<file path="config.mk">
export PLATFORM = sky130hd
export DESIGN_NAME = ascii_hex_crc_frame_encoder_core
export DESIGN_NICKNAME = d
export VERILOG_FILES = /design/src/sv/ahce_pkg.sv /design/src/sv/ahce_crc.sv /design/src/sv/ascii_hex_crc_frame_encoder_core.sv
export SDC_FILE = /design/constraint.sdc
export NUM_CORES = 1
export LEC_CHECK = 0
export ABC_AREA = 1
export BUFFER_PORTS_ARGS = -buffer_cell sky130_fd_sc_hd__buf_2
export CORE_ASPECT_RATIO = 1.25
export CORE_MARGIN = 4
export CORE_UTILIZATION = 50
export CTS_BUF_LIST = sky130_fd_sc_hd__clkbuf_16
export DETAILED_ROUTE_END_ITERATION = 8
export PLACE_DENSITY_LB_ADDON = 0.08
export REMOVE_ABC_BUFFERS = 1
export SLEW_MARGIN = 20
export SYNTH_ARGS = -nofsm -noshare
export SYNTH_HDL_FRONTEND = slang
export SYNTH_SLANG_ARGS = --single-unit
</file>
<file path="constraint.sdc">
create_clock -name clk -period 6.1 [get_ports clk]
set_clock_uncertainty 0.15 [all_clocks]
set_input_delay 0.915 -clock clk [delete_from_list [all_inputs] [get_ports clk]]
set_output_delay 0.915 -clock clk [all_outputs]
set_load 0.005 [all_outputs]
</file>
<file path="src/sv/ahce_pkg.sv">
// Shared types, constants and helper functions for the ASCII hex CRC frame encoder.
package ahce_pkg;

    typedef struct packed {
        logic signed [31:0] count_x;
        logic signed [31:0] count_y;
        logic signed [31:0] count_z;
    } in_item_t;

    typedef struct packed {
        logic [7:0] out_byte;
        logic       last;
    } out_item_t;

    typedef enum logic [2:0] {
        S_IDLE,
        S_DIGIT,
        S_COMMA,
        S_CRC_LOAD,
        S_CRC_DIGIT,
        S_CR,
        S_LF
    } state_t;

    typedef struct packed {
        logic       init;
        logic       upd;
        logic [7:0] data;
    } crc_ctl_t;

    localparam logic [31:0] CRC_POLY       = 32'hEDB8_8320;
    localparam logic [31:0] CRC_INIT       = 32'hFFFF_FFFF;
    localparam logic [31:0] CRC_XOROUT     = 32'hFFFF_FFFF;
    localparam logic [7:0]  MSG_TYPE_RESET = 8'h0F;
    localparam logic [7:0]  ASCII_ZERO     = 8'h30;
    localparam logic [7:0]  ASCII_A        = 8'h41;
    localparam logic [7:0]  ASCII_COMMA    = 8'h2C;
    localparam logic [7:0]  ASCII_CR       = 8'h0D;
    localparam logic [7:0]  ASCII_LF       = 8'h0A;
    // fields in the queue: length, type, sequence, x, y, z
    localparam logic [2:0]  FIELD_LAST     = 3'd5;
    // line is capped at 51 characters; at 50 before CR LF the CR is dropped
    localparam logic [6:0]  CR_DROP_LEN    = 7'd50;

    function automatic logic [7:0] hex_char(input logic [3:0] nib);
        logic [7:0] c;
        if (nib inside {[4'd0:4'd9]})
            c = ASCII_ZERO + {4'b0000, nib};
        else
            c = ASCII_A + {4'b0000, nib - 4'd10};
        return c;
    endfunction

    // number of hex digits without leading zeros, at least one
    function automatic logic [3:0] hex_digits(input logic [31:0] v);
        logic [3:0] nd;
        nd = 4'd1;
        for (int k = 0; k < 8; k++)
        begin
            if (v[4*k +: 4] != 4'h0)
                nd = 4'(k + 1);
        end
        return nd;
    endfunction

    // moves the first significant digit to the top nibble
    function automatic logic [31:0] hex_align(input logic [31:0] v, input logic [3:0] nd);
        logic [4:0] sh;
        sh = {3'(4'd8 - nd), 2'b00};
        return v << sh;
    endfunction

    function automatic logic [31:0] crc_byte(input logic [31:0] crc, input logic [7:0] b);
        logic [31:0] c;
        c = crc ^ {24'h000000, b};
        for (int k = 0; k < 8; k++)
        begin
            if (c[0])
                c = (c >> 1) ^ CRC_POLY;
            else
                c = c >> 1;
        end
        return c;
    endfunction

endpackage

</file>
<file path="src/sv/ahce_crc.sv">
// Byte-wide reflected CRC-32 accumulator over the payload characters.
module ahce_crc (
    input  logic              clk,
    input  ahce_pkg::crc_ctl_t ctl,
    output logic [31:0]       crc
);

    logic [31:0] crc_reg;

    always_ff @(posedge clk)
    begin
        if (ctl.init)
            crc_reg <= ahce_pkg::CRC_INIT;
        else if (ctl.upd)
            crc_reg <= ahce_pkg::crc_byte(crc_reg, ctl.data);
    end

    assign crc = crc_reg ^ ahce_pkg::CRC_XOROUT;

endmodule

</file>
<file path="src/sv/ascii_hex_crc_frame_encoder_core.sv">
// Top level of the ASCII hex CRC frame encoder.
// Each accepted transaction (three 32-bit counts) produces one text line
// "LEN,TYPE,SEQ,X,Y,Z,CRC\r\n" in uppercase hex without leading zeros, one
// character per result transaction, with last set on the line feed. The
// sequence number starts at 0 after reset and steps once per frame. A frame
// of N characters (15 to 51) leaves one character per cycle through the
// output register while result_stall is low; a CRC load state lines up
// the CRC digits. Fields are held in a queue of 32-bit shift registers and
// leave one nibble per cycle while not stalled; the CRC is updated one byte
// per cycle as payload characters go out. item_stall is high from acceptance
// until the line feed is issued. The user must see that message_type is
// written through cfg_we/cfg_data only while the block is idle (unenforced).
module ascii_hex_crc_frame_encoder_core (
    input  logic                clk,
    input  logic                rst_n,
    input  logic                item_valid,
    output logic                item_stall,
    input  ahce_pkg::in_item_t  item,
    output logic                result_valid,
    input  logic                result_stall,
    output ahce_pkg::out_item_t result,
    input  logic                cfg_we,
    input  logic [7:0]          cfg_data
);

    localparam int QUEUE_DEPTH = 6;

    ahce_pkg::state_t    state_reg, state_next;
    logic [7:0]          msg_type_reg;
    logic [31:0]         seq_reg;
    logic [2:0]          fcnt_reg;
    logic                cr_en_reg;
    logic [5:0]          plen_reg;
    logic [1:0]          lendig_reg;
    logic [31:0]         fld_reg [QUEUE_DEPTH];
    logic [3:0]          nd_reg  [QUEUE_DEPTH];
    logic                out_valid_reg;
    ahce_pkg::out_item_t out_data_reg;

    logic                accept;
    logic                adv;
    logic                emit;
    ahce_pkg::out_item_t emit_data;
    ahce_pkg::crc_ctl_t  crc_ctl;
    logic [31:0]         crc;
    logic [3:0]          nd_type, nd_seq, nd_x, nd_y, nd_z, nd_crc;
    logic [5:0]          plen;
    logic [3:0]          nd_plen;
    logic [6:0]          line_len;

    assign item_stall = (state_reg != ahce_pkg::S_IDLE);
    assign accept     = item_valid && !item_stall;
    assign adv        = !out_valid_reg || !result_stall;

    // digit counts of the fields at acceptance
    assign nd_type = ahce_pkg::hex_digits({24'h000000, msg_type_reg});
    assign nd_seq  = ahce_pkg::hex_digits(seq_reg);
    assign nd_x    = ahce_pkg::hex_digits(item.count_x);
    assign nd_y    = ahce_pkg::hex_digits(item.count_y);
    assign nd_z    = ahce_pkg::hex_digits(item.count_z);
    assign plen    = 6'd5 + 6'(nd_type) + 6'(nd_seq) + 6'(nd_x) + 6'(nd_y) + 6'(nd_z);
    assign nd_plen = ahce_pkg::hex_digits({26'h0, plen});

    assign nd_crc   = ahce_pkg::hex_digits(crc);
    assign line_len = 7'(lendig_reg) + 7'd1 + 7'(plen_reg) + 7'(nd_crc);

    ahce_crc u_crc (
        .clk (clk),
        .ctl (crc_ctl),
        .crc (crc)
    );

    // next state
    always_comb
    begin
        state_next = state_reg;
        case (state_reg)
            ahce_pkg::S_IDLE:
            begin
                if (accept)
                    state_next = ahce_pkg::S_DIGIT;
            end
            ahce_pkg::S_DIGIT:
            begin
                if (adv && nd_reg[0] == 4'd1)
                    state_next = ahce_pkg::S_COMMA;
            end
            ahce_pkg::S_COMMA:
            begin
                if (adv)
                    state_next = (fcnt_reg == ahce_pkg::FIELD_LAST) ?
                                 ahce_pkg::S_CRC_LOAD : ahce_pkg::S_DIGIT;
            end
            ahce_pkg::S_CRC_LOAD:
            begin
                state_next = ahce_pkg::S_CRC_DIGIT;
            end
            ahce_pkg::S_CRC_DIGIT:
            begin
                if (adv && nd_reg[0] == 4'd1)
                    state_next = cr_en_reg ? ahce_pkg::S_CR : ahce_pkg::S_LF;
            end
            ahce_pkg::S_CR:
            begin
                if (adv)
                    state_next = ahce_pkg::S_LF;
            end
            ahce_pkg::S_LF:
            begin
                if (adv)
                    state_next = ahce_pkg::S_IDLE;
            end
            default:
            begin
                state_next = ahce_pkg::S_IDLE;
            end
        endcase
    end

    // outputs of the sequencer
    always_comb
    begin
        emit           = 1'b0;
        emit_data      = '0;
        crc_ctl.init   = accept;
        crc_ctl.upd    = 1'b0;
        crc_ctl.data   = '0;
        case (state_reg)
            ahce_pkg::S_DIGIT:
            begin
                emit               = adv;
                emit_data.out_byte = ahce_pkg::hex_char(fld_reg[0][31:28]);
            end
            ahce_pkg::S_COMMA:
            begin
                emit               = adv;
                emit_data.out_byte = ahce_pkg::ASCII_COMMA;
            end
            ahce_pkg::S_CRC_DIGIT:
            begin
                emit               = adv;
                emit_data.out_byte = ahce_pkg::hex_char(fld_reg[0][31:28]);
            end
            ahce_pkg::S_CR:
            begin
                emit               = adv;
                emit_data.out_byte = ahce_pkg::ASCII_CR;
            end
            ahce_pkg::S_LF:
            begin
                emit               = adv;
                emit_data.out_byte = ahce_pkg::ASCII_LF;
                emit_data.last     = 1'b1;
            end
            default:
            begin
                emit = 1'b0;
            end
        endcase
        // length field (queue slot 0) is not part of the CRC
        if ((state_reg == ahce_pkg::S_DIGIT || state_reg == ahce_pkg::S_COMMA) &&
            fcnt_reg != 3'd0)
        begin
            crc_ctl.upd  = emit;
            crc_ctl.data = emit_data.out_byte;
        end
    end

    // control registers
    always_ff @(posedge clk or negedge rst_n)
    begin
        if (!rst_n)
        begin
            state_reg     <= ahce_pkg::S_IDLE;
            msg_type_reg  <= ahce_pkg::MSG_TYPE_RESET;
            seq_reg       <= '0;
            fcnt_reg      <= '0;
            cr_en_reg     <= 1'b0;
            out_valid_reg <= 1'b0;
        end
        else
        begin
            state_reg     <= state_next;
            out_valid_reg <= emit || (out_valid_reg && result_stall);
            if (cfg_we)
                msg_type_reg <= cfg_data;
            if (accept)
            begin
                seq_reg  <= seq_reg + 32'd1;
                fcnt_reg <= '0;
            end
            else if (state_reg == ahce_pkg::S_COMMA && emit)
                fcnt_reg <= fcnt_reg + 3'd1;
            if (state_reg == ahce_pkg::S_CRC_LOAD)
                cr_en_reg <= (line_len < ahce_pkg::CR_DROP_LEN);
        end
    end

    // datapath: field queue and output register
    always_ff @(posedge clk)
    begin
        if (emit)
            out_data_reg <= emit_data;
        if (accept)
        begin
            plen_reg   <= plen;
            lendig_reg <= 2'(nd_plen);
            fld_reg[0] <= ahce_pkg::hex_align({26'h0, plen}, nd_plen);
            fld_reg[1] <= ahce_pkg::hex_align({24'h000000, msg_type_reg}, nd_type);
            fld_reg[2] <= ahce_pkg::hex_align(seq_reg, nd_seq);
            fld_reg[3] <= ahce_pkg::hex_align(item.count_x, nd_x);
            fld_reg[4] <= ahce_pkg::hex_align(item.count_y, nd_y);
            fld_reg[5] <= ahce_pkg::hex_align(item.count_z, nd_z);
            nd_reg[0]  <= nd_plen;
            nd_reg[1]  <= nd_type;
            nd_reg[2]  <= nd_seq;
            nd_reg[3]  <= nd_x;
            nd_reg[4]  <= nd_y;
            nd_reg[5]  <= nd_z;
        end
        else if (state_reg == ahce_pkg::S_CRC_LOAD)
        begin
            fld_reg[0] <= ahce_pkg::hex_align(crc, nd_crc);
            nd_reg[0]  <= nd_crc;
        end
        else if (emit && (state_reg == ahce_pkg::S_DIGIT ||
                          state_reg == ahce_pkg::S_CRC_DIGIT))
        begin
            fld_reg[0] <= fld_reg[0] << 4;
            nd_reg[0]  <= nd_reg[0] - 4'd1;
        end
        else if (emit && state_reg == ahce_pkg::S_COMMA)
        begin
            // advance the queue to the next field
            for (int i = 0; i < QUEUE_DEPTH - 1; i++)
            begin
                fld_reg[i] <= fld_reg[i+1];
                nd_reg[i]  <= nd_reg[i+1];
            end
        end
    end

    assign result_valid = out_valid_reg;
    assign result       = out_data_reg;

    // CRC starts from its initial value on every new frame
    assert property (@(posedge clk) disable iff (!rst_n)
        accept |=> (crc == 32'h0000_0000))
        else $error("crc not initialized at frame start");

    // digit counter never runs out while digits are being issued
    assert property (@(posedge clk) disable iff (!rst_n)
        (state_reg == ahce_pkg::S_DIGIT || state_reg == ahce_pkg::S_CRC_DIGIT)
        |-> (nd_reg[0] != 4'd0))
        else $error("digit counter underflow");

    // the marked final character is always the line feed
    assert property (@(posedge clk) disable iff (!rst_n)
        (out_valid_reg && out_data_reg.last) |-> (out_data_reg.out_byte == ahce_pkg::ASCII_LF))
        else $error("last set on a character other than line feed");

    // a new frame is only taken once the previous line has been fully issued
    assert property (@(posedge clk) disable iff (!rst_n)
        accept |-> (state_reg == ahce_pkg::S_IDLE && !(emit && !emit_data.last)))
        else $error("frame accepted while a line is in progress");

endmodule

</file>
---- Yosys cells after proc, flatten, opt, wreduce, memory -nomap -nowiden ----
Memory sizes are Yosys's and may differ from the RTL's.
Cells that the tools add are included.
W data, S select, Z words.
word-level totals
  bits in registers ....................... 97
  bits in writable memories ............... 216
  output and inout bits ................... 11
  memories ................................ 2
cells by class
  add/sub/neg operators ................... 21
  $lt $le $gt $ge ......................... 3
  equality and inequality tests ........... 14
  shifts and indexed selects .............. 7
  muxes and demuxes ....................... 103
  bitwise logic cells ..................... 24
  reductions and logical operators ........ 58
memories
  name     words  bits a word  read ports  clocked after Yosys merged registers in  wr ports  line                                    source
  fld_reg  6      32           6           0                                        6         ascii_hex_crc_frame_encoder_core.sv:35  logic [31:0] fld_reg [QUEUE_DEPTH];
  nd_reg   6      4            6           0                                        6         ascii_hex_crc_frame_encoder_core.sv:36  logic [3:0] nd_reg [QUEUE_DEPTH];
operator list
  cell                     count
  $mux W32                 29
  $shl A32 B5 Y32          5
  $mux W4                  36
  $reduce_bool A4 Y1       36
  $not A13 Y14             8
  $add A32 B1 Y32 const B  1
  $not A32 Y32             1
  $pmux W8 S4              1
  $shl A6 B5 Y32           1
  $shl A8 B5 Y32           1
  $xor A32 B8 Y32          1
  $mux W3                  8
  $pmux W3 S7              1
  $mux W2                  10
  $add A6 B4 Y6            3
  $sub A1 B3 Y3 const A    6
  $mux W1                  16
  $or A1 B1 Y1             14
  $eq A3 B3 Y1 const B     4
  $ne A2 B2 Y1 const B     6
  $mux W9                  1
  $add A7 B4 Y8 const A    1
  $mux W8                  1
  $add A3 B6 Y7            1
  24 further kinds         38

---- Depth between registers and ports, before layout ----
Gate-level depths: netlist of the first run.
An unclocked memory read counts as a cell.
  word-level depth ........................ 37
  mapped depth ............................ 27
  depth with buffers taken out ............ 25

---- By module ----
Synthesis of the first run repeated with hierarchy kept, for this count alone.
second synthesis, totals
  cells, all modules ...................... 2631
  area total of the unflattened synthesis .. 20204.4 um^2
modules (own cells, without submodules)
  module                            instances  cells each  area an instance (um^2)  sequential area each (um^2)
  ascii_hex_crc_frame_encoder_core  1          2250        17855.9                  8172.8
  ahce_crc                          1          381         2348.5                   640.6

---- Least setup slack after synthesis of the first run ----
Ideal clock, no wire load.
  path kind ............................... input to register
  from .................................... input port result_stall
  to ...................................... memory fld_reg[1][0], enable pin
  library setup time ...................... 0.510 ns
  data arrival time ....................... 4.737 ns
  path slack .............................. 0.703 ns
  cell stages on the path ................. 6
  cell sequence ........................... nand2_1 inv_1 nor2_2 inv_2 clkbuf_1 nand2_1
RTL lines
  item         line                                    source
  from (decl)  ascii_hex_crc_frame_encoder_core.sv:20  input logic result_stall,
  to (decl)    ascii_hex_crc_frame_encoder_core.sv:35

==> out/qor.yml, run 1 <==
insertion_delay_ps: 540
io_pins: 120
async_flop_share_pct: 15.4
p_int_uw: 6230
area_delta_synth_final_pct: 9.88
die_h_microns: 232
switching_power_uw: 5680
first_iter_violations: 1298
slew_violations: 0
ys_seq_area_share_pct: 43.9
r2r_cells: 21
totalWireLength_microns: 63800
antenna_found_initial: 4
gp_congestion: 1.07
final_antenna_net_count: 0
slew-limit-headroom_pct: 31.2
crit_top_cell: "inv_1"
crit_chain: "inv_1, nand4_1, o41ai_1, nand2_1, nand2_1, xor2_1, inv_1, ha_1, fa_1, inv_1, fa_1, inv_1, ha_1, inv_1, fa_1, o21ai_0, xor2_1, nor2_1, nor2_1, inv_1, o21ai_1"
dieArea_sq_um: 43400
cpMaxStageDelayCell: "fa_1"
postCtsSetupRepairBufs: 0
ys_ff_latch: 312
netlist_instances: 2619
crit_arrival_ps: 5160
htree_levels: 2
die_width_microns: 187
p_total_uw: 11900
status: "finished clean"
wl_per_cell_microns: 19.9
netlist_top_cells_area: "edfxtp_1 (35%), nand2_1 (15%), o21ai_0 (5.6%)"
preCtsSetupSlack_ps: 847
fin_crit_sh_pct: 80.7
vias: 18100
p_comb_share_pct: 52.2
ys_types: 61
fmax_mhz: 203
r2r_slack_ps: 1180
dp.cells: 3140
cts_root_buf: "clkbuf_16"
grt_first_pass_wirelength_microns: 97600
r2r-end: "fld_reg[0][24]"
drive_gt1_share_pct: 11.5
yosys_warnings: 0
rsz0062_at_grt: "no"
largest_register_ffs: 192
placed_area_sq_um: 21000
swShare_pct: 47.7
powerDensity_nw_per_um2: 540
finalNonFillerCells: 3204
hold_viol_final: 0
coreArea_sq_um: 39400
endpoint_kind: "flop"
routed_via_density: 5.66
p_seq_share_pct: 31.1
num-nets-final: 2829
cts_buffer_depth: 3
worstPathRequired_ps: 6330
drc: 0
path_max_fanout: 6
worst_pin_slew_ps: 1030
finalInstanceArea_sq_um: 22100
cts_tree: "done"
cts.sinks: 312
timing.rr.start: "seq_reg[6]"
netlist_area_sq_um: 20100
yosysTopAreaCellShare_pct: 34.7
tns_ps: 0
synth_edf_count: 232
timing.max_cap.violations: 0
cp-start-kind: "flop"
syn_area_per_cell_sq_um: 7.67
port_buffers: 118
crit_type: "reg2reg"
pwr-share-clk_pct: 16.7
first_pass_iters: 6
post-route-min-period_ps: 4920
ctsResizeCount: 0
synth.most_common_cell: "nand2_1"
grt_pass1_vias: 17400
leakagePower_uw: 0.00990
grt_max_degree: 137
dp_hpwl_microns: 49600
rows: 81
synth_ff_type: "edfxtp_1"
holdCritPathClass: "in2async"
synth_common_cells: "nand2_1 (777), inv_1 (265), edfxtp_1 (232)"
gr-usage-all-layers_pct: 28.8
yosysTopAreaCell: "edfxtp_1"
cts_hold_buf: 0
grt-ovfl-total: 0
cts_made_buffers: 34
initial_core_util_pct: 50.9
setup_viol: 0
worst_slack_ps: 1180
slowest_delay_ps: 530
path_clk_slew_ps: 60
ir_drop_v: 0.000353
[worst max-delay path, delay by kind of cell (launching register included)]
| kind | cells | cell delay (ps) |
|---|---|---|
| XOR/XNOR | 2 | 470 |
| AO/OA/AOI/OAI | 3 | 620 |
| adder cells (fa/ha/maj) | 5 | 1850 |
| AND/OR/NAND/NOR | 5 | 760 |
| flip-flops | 1 | 410 |
| buffers and inverters | 6 | 510 |
[cells in the final DEF (no fill, tap or decap), types with 11 or more instances in the layout]
master,instances
nand2_1,776
inv_1,268
edfxtp_1,232
o21ai_0,225
nand3_1,223
nor2_1,186
buf_2,117
a21oi_1,81
o211ai_1,70
xor2_1,51
dfrtp_1,44
nand2_2,41
clkbuf_16,35
ha_1,32
dfxtp_1,32
nand4_1,28
buf_4,28
nor3_1,23
o21ai_1,19
a22oi_1,17
a22o_1,12
inv_2,11
nor4_1,11
[power by group through the flow]
stage	Clock (uW)	Sequential (uW)	Combinational, uW
3_3_place_gp	0	3730	6100
4_1_cts	2040	3700	6190
2_1_floorplan	0	3650	4360
5_1_grt	2130	3760	6940
3_5_place_dp	0	3740	6170
6_report	1990	3710	6210
[cells by family after synthesis]
family                     after synthesis  share of synthesized area, %
DFF                                    312                          43.9
AOI/OAI and AO/OA                      455                          13.1
buffers and inverters                  401                          7.95
other                                    1                        0.0187
adders and majority gates               42                          2.99
and+or+nand+nor                       1345                          29.2
xor gates and xnor gates                63                          2.86
[per-stage QoR]
stage,hold WS (ps),utilization (%)
6_report,245,56.0
2_1_floorplan,314,-
4_1_cts,363,55.9
3_5_place_dp,346,53.2
5_1_grt,292,55.9
3_3_place_gp,334,53.2
[layer usage]
metal | GRT usage (%) | wire length (microns)
met5 | 0 | 26
met4 | 17.7 | 4550
met3 | 3.52 | 3020
met2 | 54.2 | 33000
met1 | 30.6 | 23300
[final cells by class]
class / count / area, sq um
clock inverters: 27 / 193
repair buffers: 146 / 816
inverters: 278 / 1050
diodes: 2 / 5.00
multi-input cells: 1906 / 9690
clock buffers: 35 / 876
fillers: 3773 / 17400
well taps: 498 / 623
flip-flops and latches: 312 / 8810
[worst max-delay path by stage]
| stage | to | cells after the start | slack [ps] | from |
|---|---|---|---|---|
| finish | fld_reg[0][24] | 21 | 1180 | seq_reg[6] |
| CTS | fld_reg[0][24] | 21 | 1190 | seq_reg[6] |
| detailed placement | fld_reg[0][31] | 19 | 850 | item[93] |
| global route | fld_reg[0][31] | 22 | 850 | seq_reg[6] |
| global placement | fld_reg[0][31] | 19 | 900 | item[93] |
| floorplan | fld_reg[1][0] | 5 | -3860 | result_stall |
(Power assumes the default switching activity.)
==> run 2: changes to the inputs <==
--- a/config.mk
+++ b/config.mk
@@ -5,7 +5,7 @@
 export SDC_FILE = /design/constraint.sdc
 export NUM_CORES = 1
 export LEC_CHECK = 0
-export ABC_AREA = 1
+export ABC_AREA = 0
 export BUFFER_PORTS_ARGS = -buffer_cell sky130_fd_sc_hd__buf_2
 export CORE_ASPECT_RATIO = 1.25
 export CORE_MARGIN = 4
==> constraint.sdc (replaced) <==
create_clock -name clk -period 4.99 [get_ports clk]
set_clock_uncertainty 0.15 [all_clocks]
set_input_delay 0.7485 -clock clk [delete_from_list [all_inputs] [get_ports clk]]
set_output_delay 0.7485 -clock clk [all_outputs]
set_load 0.005 [all_outputs]
==> run 2 against run 1 <==
Against the previous run:
- clock power is 28% higher
- highest routed layer is now met4
- combinational power is 18% higher
- global-route usage is 2.1 points lower
- largest cell class unchanged
- non-clock buffer count is 111 higher
- synthesized area is 5.4% lower
- sequential cell count stayed put
- core utilization is 2.9 points higher
- final area is 0.39% lower
- worst hold slack worse by 35 ps
==> out/qor.yml, run 2 <==
cts_tree: "done"  # unchanged
die_h_microns: 226  # was 232 microns
leakagePower_uw: 0.00910  # was 0.00990 uW
port_buffers: 118  # unchanged
grt_pass1_vias: 15200  # was 17400
cts_hold_buf: 0  # unchanged
netlist_instances: 1835  # was 2619
ys_ff_latch: 312  # unchanged
drive_gt1_share_pct: 20.9  # was 11.5%
antenna_found_initial: 0  # was 4
yosysTopAreaCellShare_pct: 36.7  # was 34.7%
timing.rr.start: "seq_reg[23]"  # was seq_reg[6]
final_antenna_net_count: 0  # unchanged
r2r_slack_ps: 110  # was 1180 ps
grt_first_pass_wirelength_microns: 86200  # was 97600 microns
grt_max_degree: 110  # was 137
drc: 0  # unchanged
async_flop_share_pct: 15.4  # unchanged
crit_cells: 21  # unchanged
rows: 79  # was 81
crit_arrival_ps: 5000  # was 5160 ps
totalWireLength_microns: 55500  # was 63800 microns
post-route-min-period_ps: 4880  # was 4920 ps
worstPathRequired_ps: 5110  # was 6330 ps
synth_edf_count: 232  # unchanged
cts_root_buf: "clkbuf_16"  # unchanged
synth_ff_type: "edfxtp_1"  # unchanged
io_pins: 120  # unchanged
die_width_microns: 182  # was 187 microns
n_fill_cell: 3267  # was 3773
postCtsSetupRepairBufs: 0  # unchanged
startpoint: "seq_reg[23]"  # was seq_reg[6]
finalNonFillerCells: 2516  # was 3204
rsz0062_at_grt: "yes"  # was no
fin_crit_sh_pct: 97.8  # was 80.7%
hold_viol_final: 0  # unchanged
htree_levels: 2  # unchanged
first_pass_iters: 5  # was 6
num-nets-final: 2155  # was 2829
cp_num_buf_inv: 4  # was 6
initial_core_util_pct: 50.8  # was 50.9%
synth.most_common_cell: "nand2_1"  # unchanged
worst_slack_ps: 110  # was 1180 ps
placed_area_sq_um: 20800  # was 21000 sq um
setup_viol: 0  # unchanged
dp_hpwl_microns: 41600  # was 49600 microns
cpMaxStageDelayCell: "nor4_1"  # was fa_1
first_iter_violations: 1080  # was 1298
ys_seq_area_share_pct: 46.4  # was 43.9%
cts_made_buffers: 34  # unchanged
dp.cells: 2454  # was 3140
fmax_mhz: 205  # was 203 MHz
utilization_pct: 58.8  # was 56.0%
routed_via_density: 6.02  # was 5.66
cts_buffer_depth: 3  # unchanged
crit_family: "adder cells"  # unchanged
area_delta_synth_final_pct: 15.7  # was 9.88%
status: "finished clean"  # unchanged
ir_drop_v: 0.000759  # was 0.000353 V
insertion_delay_ps: 530  # was 540 ps
timing.hold.ws_ps: 210  # was 245 ps
syn_area_per_cell_sq_um: 10.3  # was 7.67 sq um
crit_end: "fld_reg[0][26]"  # was fld_reg[0][24]
path_clk_slew_ps: 60  # about the same
crit_type: "reg2reg"  # unchanged
preCtsSetupSlack_ps: -460  # was 847 ps
grt-ovfl-total: 0  # unchanged
slew-limit-headroom_pct: 33.6  # was 31.2%
cp-start-kind: "flop"  # unchanged
worst_pin_slew_ps: 996  # was 1030 ps
final_common_cell: "nand2_1"  # unchanged
antenna_cells: 0  # was 2
slew_violations: 0  # unchanged
powerDensity_nw_per_um2: 642  # was 540 nW/um^2
gp_congestion: 0.937  # was 1.07
netlist_top_cells_area: "edfxtp_1 (37%), dfrtp_1 (5.8%), mux2i_1 (5.2%)"  # was edfxtp_1 (35%), nand2_1 (15%), o21ai_0 (5.6%)
ys_types: 95  # was 61
holdCritPathClass: "in2async"  # unchanged
r2r_cells: 21  # unchanged
dieArea_sq_um: 41200  # was 43400 sq um
gr-usage-all-layers_pct: 26.7  # was 28.8%
crit_chain: "nor4_1, nand2b_4, o21ai_2, buf_6, xnor2_2, ha_1, fa_1, inv_1, fa_1, inv_1, ha_2, inv_2, fa_2, nor2b_1, o21ai_1, nand2b_1, xnor2_2, nand2_1, and2_4, a222oi_1, o21ai_1"  # was inv_1, nand4_1, o41ai_1, nand2_1, nand2_1, xor2_1, inv_1, ha_1, fa_1, inv_1, fa_1, inv_1, ha_1, inv_1, fa_1, o21ai_0, xor2_1, nor2_1, nor2_1, inv_1, o21ai_1
coreArea_sq_um: 37400  # was 39400 sq um
vias: 15100  # was 18100
yosysTopAreaCell: "edfxtp_1"  # unchanged
r2r-end: "fld_reg[0][26]"  # was fld_reg[0][24]
cts.sinks: 312  # unchanged
slowest_delay_ps: 620  # was 530 ps
timing.max_cap.violations: 0  # unchanged
mostFrequentLayoutCells: "nand2_1 (243), edfxtp_1 (232), buf_4 (134), nor2_1 (131), a21oi_1 (121)"  # was nand2_1 (776), inv_1 (268), edfxtp_1 (232), o21ai_0 (225), nand3_1 (223)
largest_register_ffs: 192  # unchanged
yosys_warnings: 0  # unchanged
endpoint_kind: "flop"  # unchanged
wl_per_cell_microns: 22.1  # was 19.9 microns
synth_common_cells: "nand2_1 (245), edfxtp_1 (232), nor2_1 (131)"  # was nand2_1 (777), inv_1 (265), edfxtp_1 (232)
path_max_fanout: 3  # was 6
netlist_area_sq_um: 19000  # was 20100 sq um
finalInstanceArea_sq_um: 22000  # was 22100 sq um
[run 2: cell types whose count changed after synthesis, moves of 27 or more]
| cell | change |
|---|---|
| a211oi_1 | +29 |
| nand3_1 | -180 |
| mux2i_1 | +98 |
| o21ai_0 | -146 |
| nor2_1 | -55 |
| inv_1 | -219 |
| nand2_1 | -532 |
| a21oi_1 | +43 |
| nand2_2 | -41 |
| o211ai_1 | -31 |
| xnor2_1 | +67 |
| and2_1 | +27 |
[run 2: layout make-up]
type	count	area (sq um)	area share, %
multi-input cells	1344	9540	43.4
inverters	55	209	0.951
clock inverters	25	185	0.843
flip-flops and latches	312	8810	40.1
repair buffers	257	1690	7.68
clock buffers	37	926	4.21
well taps	486	608	2.77
[run 2: worst min-delay path by stage]
stage | start | to | slack, ps | cells after the start
after floorplan | rst_n | cr_en_reg | 300 | 0
after global placement | fld_reg[2][9] | fld_reg[1][9] | 350 | 1
after detailed placement | fld_reg[2][0] | fld_reg[1][0] | 350 | 1
after CTS | rst_n | seq_reg[3] | 230 | 2
after global routing | rst_n | seq_reg[9] | 270 | 2
final | rst_n | seq_reg[7] | 210 | 2
[run 2: layer usage]
metal	share of wire [%]	up-vias	GRT usage [%]
met1	40	7376	32.8
met3	5.0	113	3.45
met4	4.3	0	10.6
li1	-	7106	-
met5	0	-	0
met2	51	548	47.6
[run 2: cells by family after synthesis]
logic type	synth area share (%)
AO/OA/AOI/OAI	15.3
flip-flops	46.4
AND/OR/NAND/NOR	14.8
other	0.0198
XOR/XNOR	6.96
adder cells (fa/ha/maj)	3.27
multiplexers	9.32
buffers and inverters	3.95
[run 2: metrics by stage]
stage | setup TNS (ps) | total power (uW)
floorplan | -1132670 | 9560
global placement | -2990 | 11400
detailed placement | -3350 | 11600
CTS | 0 | 14200
global route | -260 | 14900
finish | 0 | 14100
[run 2: where the power goes]
group | internal, uW | switching (uW) | total [uW] | leakage [uW]
clock | 1490 | 1050 | 2540 | 0.000570
combinational | 3060 | 4250 | 7310 | 0.00549
sequential | 3700 | 567 | 4260 | 0.00304
total | 8240 | 5860 | 14100 | 0.00910
[run 2: timing repair]
item	in CTS	in global routing
gates resized for setup	6	16
pin swaps	2	15
setup endpoints to repair	4	10
==> run 3: changes to the inputs <==
--- a/config.mk
+++ b/config.mk
@@ -14,7 +14,7 @@
 export DETAILED_ROUTE_END_ITERATION = 8
 export PLACE_DENSITY_LB_ADDON = 0.08
 export REMOVE_ABC_BUFFERS = 1
-export SLEW_MARGIN = 20
+export SETUP_SLACK_MARGIN = 0.4
 export SYNTH_ARGS = -nofsm -noshare
 export SYNTH_HDL_FRONTEND = slang
 export SYNTH_SLANG_ARGS = --single-unit
==> constraint.sdc (replaced) <==
create_clock -name clk -period 6.1 [get_ports clk]
set_clock_uncertainty 0.15 [all_clocks]
set_input_delay 0.915 -clock clk [delete_from_list [all_inputs] [get_ports clk]]
set_output_delay 0.915 -clock clk [all_outputs]
set_load 0.005 [all_outputs]
==> run 3 against run 2 <==
Against the previous run:
- clock power decreased by 12%
- via count shrank 2.9%
- cell count fell by 3.7%
- critical endpoint unchanged
- global-route usage down 0.42 points
- sequential share of layout area up 1.4 points
- die area did not move
==> out/qor.yml, run 3 (same netlist as run 2, synthesis figures left out) <==
dp_hpwl_microns: 40500  # was 41600 microns
fin_crit_sh_pct: 88.9  # was 97.8%
totalWireLength_microns: 54600  # was 55500 microns
dp.cells: 2356  # was 2454
wl_met3_microns: 2810  # was 2790 microns
largest_register_ffs: 192  # unchanged
cts_root_buf: "clkbuf_16"  # unchanged
crit_type: "reg2reg"  # unchanged
switching_power_uw: 4900  # was 5860 uW
slew_violations: 0  # unchanged
die_width_microns: 182  # unchanged
p_int_uw: 6840  # was 8240 uW
wl_per_cell_microns: 22.6  # was 22.1 microns
antenna_found_initial: 2  # was 0
leakagePower_uw: 0.00860  # was 0.00910 uW
grt_first_pass_wirelength_microns: 84500  # was 86200 microns
first_pass_iters: 5  # unchanged
top_layer_used: "met5"  # was met4
swShare_pct: 41.7  # was 41.6%
p_comb_share_pct: 51.0  # was 51.8%
final_common_cell: "nand2_1"  # unchanged
wl_met1_microns: 21700  # was 22000 microns
die_h_microns: 226  # unchanged
cts_tree: "done"  # unchanged
dr_wl_met2_microns: 27600  # was 28300 microns
dieArea_sq_um: 41200  # unchanged
powerDensity_nw_per_um2: 553  # was 642 nW/um^2
cts_made_buffers: 35  # was 34
finalNonFillerCells: 2422  # was 2516
rows: 79  # unchanged
insertion_delay_ps: 540  # was 530 ps
initial_core_util_pct: 50.8  # unchanged
endpoint_kind: "flop"  # unchanged
mostFrequentLayoutCells: "nand2_1 (244), edfxtp_1 (232), nor2_1 (131), a21oi_1 (123), buf_2 (118)"  # was nand2_1 (243), edfxtp_1 (232), buf_4 (134), nor2_1 (131), a21oi_1 (121)
num-nets-final: 2059  # was 2155
cts.sinks: 312  # unchanged
cts_buffer_depth: 3  # unchanged
grt_max_degree: 85  # was 110
timing.max_cap.violations: 0  # unchanged
worst_pin_slew_ps: 1170  # was 996 ps
status: "finished clean"  # unchanged
port_buffers: 118  # unchanged
worstPathRequired_ps: 6210  # was 5110 ps
drc: 0  # unchanged
timing.hold.ws_ps: 364  # was 210 ps
gr-usage-all-layers_pct: 26.2  # was 26.7%
routed_via_density: 6.07  # was 6.02
hold_viol_final: 0  # unchanged
setup_viol: 0  # unchanged
holdCritPathClass: "reg2reg"  # was in2async
path_clk_slew_ps: 60  # about the same
coreArea_sq_um: 37400  # unchanged
p_total_uw: 11700  # was 14100 uW
post-route-min-period_ps: 5420  # was 4880 ps
first_iter_violations: 1149  # was 1080
io_pins: 120  # unchanged
cts_hold_buf: 0  # unchanged
rsz0062_at_grt: "no"  # was yes
fmax_mhz: 185  # was 205 MHz
final_antenna_net_count: 0  # unchanged
path_max_fanout: 7  # was 3
htree_levels: 2  # unchanged
drive_gt1_share_pct: 16.7  # was 20.9%
n_fill_cell: 3316  # was 3267
slew-limit-headroom_pct: 21.1  # was 33.6%
grt-ovfl-total: 0  # unchanged
ir_drop_v: 0.000448  # was 0.000759 V
vias: 14700  # was 15100
gp_congestion: 0.918  # was 0.937
pwr-share-clk_pct: 19.0  # was 18.0%
grt_pass1_vias: 14600  # was 15200
worst_slack_ps: 680  # was 110 ps
area_delta_synth_final_pct: 11.9  # was 15.7%
p_seq_share_pct: 30.0  # was 30.2%
preCtsSetupSlack_ps: 165  # was -460 ps
cp-start-kind: "flop"  # unchanged
tns_ps: 0  # unchanged
crit_arrival_ps: 5530  # was 5000 ps
-- run 3: cell count changes in the layout (fill, tap and decap cells not counted), moves of 3 or more --
cell | previous run | this run
inv_1 | 52 | 46
xnor2_2 | 8 | 5
xnor2_1 | 73 | 76
o21ai_0 | 73 | 76
buf_12 | 4 | 1
buf_4 | 134 | 41
bufinv_16 | 3 | 6
-- run 3: power by group through the flow --
stage	combinational [uW]	clock (uW)	sequential (uW)
global route	6490	2380	3570
global placement	5880	0	3540
floorplan	4410	0	3410
CTS	5980	2280	3510
finish	5990	2230	3520
detailed placement	5940	0	3550
-- run 3: worst paths after layout --
| kind | startpoint | to | slack [ps] | depth (start not counted) |
|---|---|---|---|---|
| max in group asynchronous | rst_n | seq_reg[26] | 4920 | 2 |
| max reg2reg | seq_reg[24] | fld_reg[0][26] | 680 | 21 |
| max | seq_reg[24] | fld_reg[0][26] | 680 | 21 |
| min reg2reg | fld_reg[2][22] | fld_reg[1][22] | 360 | 1 |
| min | fld_reg[2][22] | fld_reg[1][22] | 360 | 1 |
| min in group asynchronous | rst_n | seq_reg[1] | 370 | 2 |
-- run 3: through the flow --
stage / util (%) / instance area (sq um)
CTS: 56.8 / 21200
global placement: 53.6 / 20000
finish: 56.9 / 21200
floorplan: - / 18400
global route: 56.9 / 21200
detailed placement: 53.6 / 20000
-- run 3: what timing repair did --
action                                 in CTS  in global routing
setup buffers                               0                  1
endpoints found under the hold margin       0                  0
setup endpoints to repair                   0                  3
resized for setup                           0                  8
-- run 3: critical path, stage by stage (launching register included) --
cell	delay, ps
dfrtp_2	460
or4_4	560
nand2b_1	200
o21ai_2	180
buf_4	180
xnor2_1	120
ha_1	270
fa_1	550
inv_1	60
fa_1	440
inv_1	70
ha_1	160
inv_1	50
fa_1	400
nor2b_1	130
o21ai_0	80
nand2b_1	90
xnor2_1	190
nand2_1	180
and2_1	200
a222oi_1	260
o21ai_0	140
-- run 3: layout make-up --
cell class | instances | area (sq um) | area share (%)
timing repair buffer | 160 | 918 | 4.32
clock inverter | 28 | 307 | 1.44
tap | 486 | 608 | 2.86
antenna | 1 | 2.50 | 0.0118
multi-input combinational | 1344 | 9490 | 44.6
sequential | 312 | 8820 | 41.5
clock buffer | 36 | 901 | 4.24
inverter | 55 | 209 | 0.983
-- run 3: layer usage --
layer | GRT usage, % | vias to the layer above
met2 | 46.4 | 504
met1 | 32.2 | 7148
li1 | - | 6923
met4 | 11.2 | 2
met3 | 3.69 | 127
met5 | 0 | -
